<file path="config.mk">
export PLATFORM = sky130hd
export DESIGN_NAME = bbb_acc
export DESIGN_NICKNAME = d
export VERILOG_FILES = /design/src/bbb_pkg.sv /design/src/bbb_acc.sv
export SDC_FILE = /design/constraint.sdc
export NUM_CORES = 1
export LEC_CHECK = 0
export BUFFER_PORTS_ARGS = -buffer_cell sky130_fd_sc_hd__buf_2
export CAP_MARGIN = 0
export CORE_MARGIN = 4
export CORE_UTILIZATION = 47
export DETAILED_ROUTE_END_ITERATION = 8
export PLACE_DENSITY = 0.72
export SLEW_MARGIN = 15
export SYNTH_ARGS = -nofsm -noshare
export SYNTH_HDL_FRONTEND = slang
export SYNTH_SLANG_ARGS = --single-unit
</file>
<file path="constraint.sdc">
create_clock -name clock -period 3.6 [get_ports clock]
set_input_delay 0 -clock clock [delete_from_list [all_inputs] [get_ports clock]]
set_output_delay 0 -clock clock [all_outputs]
set_load 0.1 [all_outputs]
</file>
<file path="src/bbb_pkg.sv">
// shared types and constants of the bad-block bitmap
// used by bbb_mem, bbb_acc and bad_block_bitmap; no dependencies
package bbb_pkg;

   localparam int MAP_BYTES = 4096;
   localparam int ADDR_W    = $clog2(MAP_BYTES);
   localparam int SIZE_W    = ADDR_W + 1;
   localparam int CNT_W     = 16;
   localparam int POS_W     = 15;
   localparam int CFG_W     = 16;
   localparam int REQ_W     = 48;
   localparam int RSP_W     = 40;
   localparam int RES_W     = 35;

   typedef enum logic [2:0] {
      OP_SET       = 3'd0,
      OP_CLEAR     = 3'd1,
      OP_READ      = 3'd2,
      OP_COUNT     = 3'd3,
      OP_RECOUNT   = 3'd4,
      OP_CLEAR_ALL = 3'd5
   } opcode_type;

   typedef enum logic [1:0] {
      STAT_DONE  = 2'd0,
      STAT_SAME  = 2'd1,
      STAT_RANGE = 2'd2
   } status_type;

   typedef struct packed {
      logic              en;
      logic [ADDR_W-1:0] addr;
      logic [7:0]        data;
   } mem_wr_type;

   typedef struct packed {
      logic clear;
      logic add;
   } acc_ctl_type;

endpackage

</file>
<file path="src/bbb_acc.sv">
// shared population count accumulator, one byte per cycle
// depends on bbb_pkg
module bbb_acc
   import bbb_pkg::*;
(
   input  logic             clock,
   input  logic             reset,
   input  acc_ctl_type      ctl,
   input  logic [7:0]       data,
   output logic [CNT_W-1:0] count
);

   function automatic logic [3:0] ones8(input logic [7:0] v);
      logic [3:0] c;
      c = '0;
      for (int i = 0; i < 8; i++) begin
         c = c + {3'd0, v[i]};
      end
      return c;
   endfunction

   logic [CNT_W-1:0] count_ff;
   logic [CNT_W-1:0] count_in;
   logic [CNT_W:0]   sum;

   always_comb begin
      sum      = {1'b0, count_ff} + {{(CNT_W - 3){1'b0}}, ones8(data)};
      count_in = count_ff;
      if (ctl.clear) begin
         count_in = '0;
      end else if (ctl.add) begin
         count_in = sum[CNT_W] ? '1 : sum[CNT_W-1:0];
      end
   end

   always_ff @(posedge clock) begin
      if (reset) begin
         count_ff <= '0;
      end else begin
         count_ff <= count_in;
      end
   end

   assign count = count_ff;

endmodule

</file>
==> impl_metrics.yaml <==
routing:
  antenna_left: 0
  drt-total-wl_um: 2415
  drc: 0
  drt-initial-drc-count: 28
  vias_per_cell: 5.616
  firstDrtPassIters: 5
  num_vias: 966
  wl_per_cell_um: 14.04
worst_setup_path:
  required_ns: 3.80
  slowest_delay_ns: 0.52
  critPathLaunchType: "flip-flop"
  r2r_slack_ns: 0.48
  cp.buffers_inverters: 2
  worstSetupPathType: "flip-flop to flip-flop"
  worst_path_most_repeated_cell: "fa_1"
  rr_startpoint: "count[0]"
  worstPathArrival_ns: 3.32
  critPathSlowestCell: "fa_1"
  cp_max_fo: 4
  rr_worst_depth: 11
  r2r-end: "count[14]"
  worstSetupEndpointType: "flip-flop"
  critPathTopFamily: "adder cells"
  path_cells: "inv_1 -> fa_1 -> fa_1 -> fa_1 -> inv_1 -> fa_1 -> a211o_1 -> o211ai_2 -> nor3_2 -> a31oi_1 -> a211oi_1"
finish:
  area_delta_synth_final_pct: 17.06
  layout-drive-gt1-share_pct: 29.66
  final_cell_mix: "buf_2, dfxtp_1, inv_1"
  finalNonFillerCells: 172
  final_common_cell: "buf_2"
  largest_reg_flops: 16
  final_nets: 170
  diodes: 0
global_routing:
  grt_pass1_vias: 916
  grt_max_degree: 12
  grt_pass1_wl_um: 4036
  antenna_found_initial: 0
  grt_usage_pct: 16.14
  overflow: 0
hold_path:
  hold_depth: 2
  hold_start: "ctl[0]"
  hold_end: "count[2]"
  hp-class: "input port to flip-flop"
floorplan:
  rows: 16
  core_um2: 2062
  fp.dieW_um: 55.57
  fp.dieH_um: 55.57
  pin_count: 28
  start_util_pct: 51.58
  dieArea_um2: 3088
synthesis:
  synth_compound_area_share_pct: 23.65
  ys_warn_count: 0
  async_reset_ff_share_pct: 0
  synth_cell_type_count: 37
  yosys-top-cells-area: "dfxtp_1, fa_1, ha_1"
  yosysTopAreaCell: "dfxtp_1"
  post_synth_and_or_nand_nor_area_fraction_pct: 18.47
  synth_edf_count: 0
  yosys.area.top_type_share_pct: 30.12
  synth_top_family_by_area: "compound AO/OA/AOI/OAI gates"
  syn_area_um2: 1064
  synthMuxAreaShare_pct: 0.9412
  synth_xor_area_share_pct: 5.765
  ys.flop_type: "dfxtp_1"
  synthAdderAreaFrac_pct: 16.47
  syn_nets: 140
  ys_ff_latch: 16
  postSynthCellCount: 117
  avgSynthCellArea_um2: 9.090
  yosysSeqAreaShare_pct: 30.12
timing:
  finalSetupViolCount: 0
  slew_headroom_pct: 66.87
  whs_ns: 0.08039
  final-hold-violation-count: 0
  drv_slew: 0
  fmax_ghz: 0.3209
  worst_pin_slew_ns: 0.4951
  period_needed_ns: 3.116
  tns_ns: 0
  post-route-period-util_pct: 86.56
  finalClockSkew_ns: 0.0006883
  rsz0062_at_grt: "no"
job:
  max_cap_viol_count: 0
pwr:
  p_int_mw: 0.2782
  ir_drop_uv: 213.0
  clock_power_share_pct: 21.0
  power_leakage_nw: 0.5636
  p_sw_mw: 0.1531
  seq_power_share_pct: 42.7
  p_comb_share_pct: 36.3
  p_total_mw: 0.4313
  p_per_area_nw_per_um2: 346.5
  p_sw_share_pct: 35.51
clock_tree:
  cts_made_buffers: 3
  clk_pin_slew_ns: 0.08
  cts_tree: "yes"
  clockBufferDepth: 2
  cts_resized: 0
  cts_setup_buffers: 0
  clock_latency_ns: 0.28
  cts-root-buf: "clkbuf_4"
  htreeDepth: 1
  postCtsHoldBufs: 0
  numClockSinks: 16
placement:
  dp_hpwl_um: 1978
  gp_congestion: 0.8282
  port_buffers: 27
  dp_cells: 169
run_status:
  outcome: "completed"
==> worst max-delay path by stage <==
stage / startpoint / end / slack [ns] / cells after the start
after global placement: data[0] / count[8] / 0.32 / 12
after floorplan: count[0] / count[8] / 0.23 / 10
after global routing: count[0] / count[14] / 0.29 / 11
after detailed placement: data[0] / count[8] / 0.21 / 12
after CTS: count[0] / count[14] / 0.47 / 11
final: count[0] / count[14] / 0.48 / 11
==> routing by layer <==
| layer | vias to the layer above | track usage (%) | part of all wire (%) |
|---|---|---|---|
| li1 | 482 | - | - |
| met1 | 450 | 20.23 | 44 |
| met2 | 30 | 27.36 | 48 |
| met3 | 4 | 4.408 | 6.7 |
| met4 | 0 | 3.819 | 0.99 |
| met5 | - | 0 | 0 |
==> cell usage after synthesis, drive strengths merged (2+ instances only) <==
| cell | number |
|---|---|
| dfxtp | 16 |
| nand3 | 8 |
| and3 | 5 |
| xnor2 | 7 |
| a21oi | 6 |
| a211oi | 3 |
| ha | 6 |
| a31oi | 5 |
| nand2 | 7 |
| nor2 | 5 |
| nor3 | 4 |
| nor2b | 2 |
| inv | 10 |
| fa | 5 |
| o211a | 2 |
| o21ai | 11 |
==> power groups by stage <==
stage                     clock network [mW]  registers (mW)  logic (mW)
final                                 0.0905           0.184       0.157
after global routing                   0.100           0.185       0.173
after CTS                             0.0923           0.184       0.156
after detailed placement                   0           0.188       0.155
after global placement                     0           0.188       0.145
after floorplan                            0           0.218      0.0877
==> worst reg2reg max path: cells and delay by family, from the launching register on <==
| kind | cells | cell delay (ns) |
|---|---|---|
| AOI/OAI and AO/OA | 4 | 0.66 |
| adders and majority gates | 4 | 1.60 |
| buffers and inverters | 2 | 0.14 |
| DFF | 1 | 0.34 |
| and+or+nand+nor | 1 | 0.31 |
==> layout make-up <==
class / count / area, µm²
Fill cell: 190 / 817.0
Clock buffer: 3 / 22.52
Tap cell: 27 / 33.78
Inverter: 10 / 37.54
Sequential cell: 16 / 321.6
Multi-Input combinational cell: 89 / 694.4
Timing Repair Buffer: 27 / 135.1
==> cells by family (layout without fill, tap and decap cells) <==
kind of cell | after synthesis | in the layout
XOR/XNOR | 7 | 7
AND/OR/NAND/NOR | 35 | 35
buffers and inverters | 12 | 40
flip-flops | 16 | 16
AO/OA/AOI/OAI | 35 | 35
multiplexers | 1 | 1
adder cells (fa/ha/maj) | 11 | 11
==> stage by stage <==
stage | cell area (µm²) | setup WS [ns] | util, %
2_1_floorplan | 1065 | 0.2298 | -
3_3_place_gp | 1222 | 0.3211 | 59.28
3_5_place_dp | 1222 | 0.2146 | 59.28
4_1_cts | 1245 | 0.4702 | 60.38
5_1_grt | 1245 | 0.2914 | 60.38
6_report | 1245 | 0.4839 | 60.38
Power figures use the tool's default switching activity.
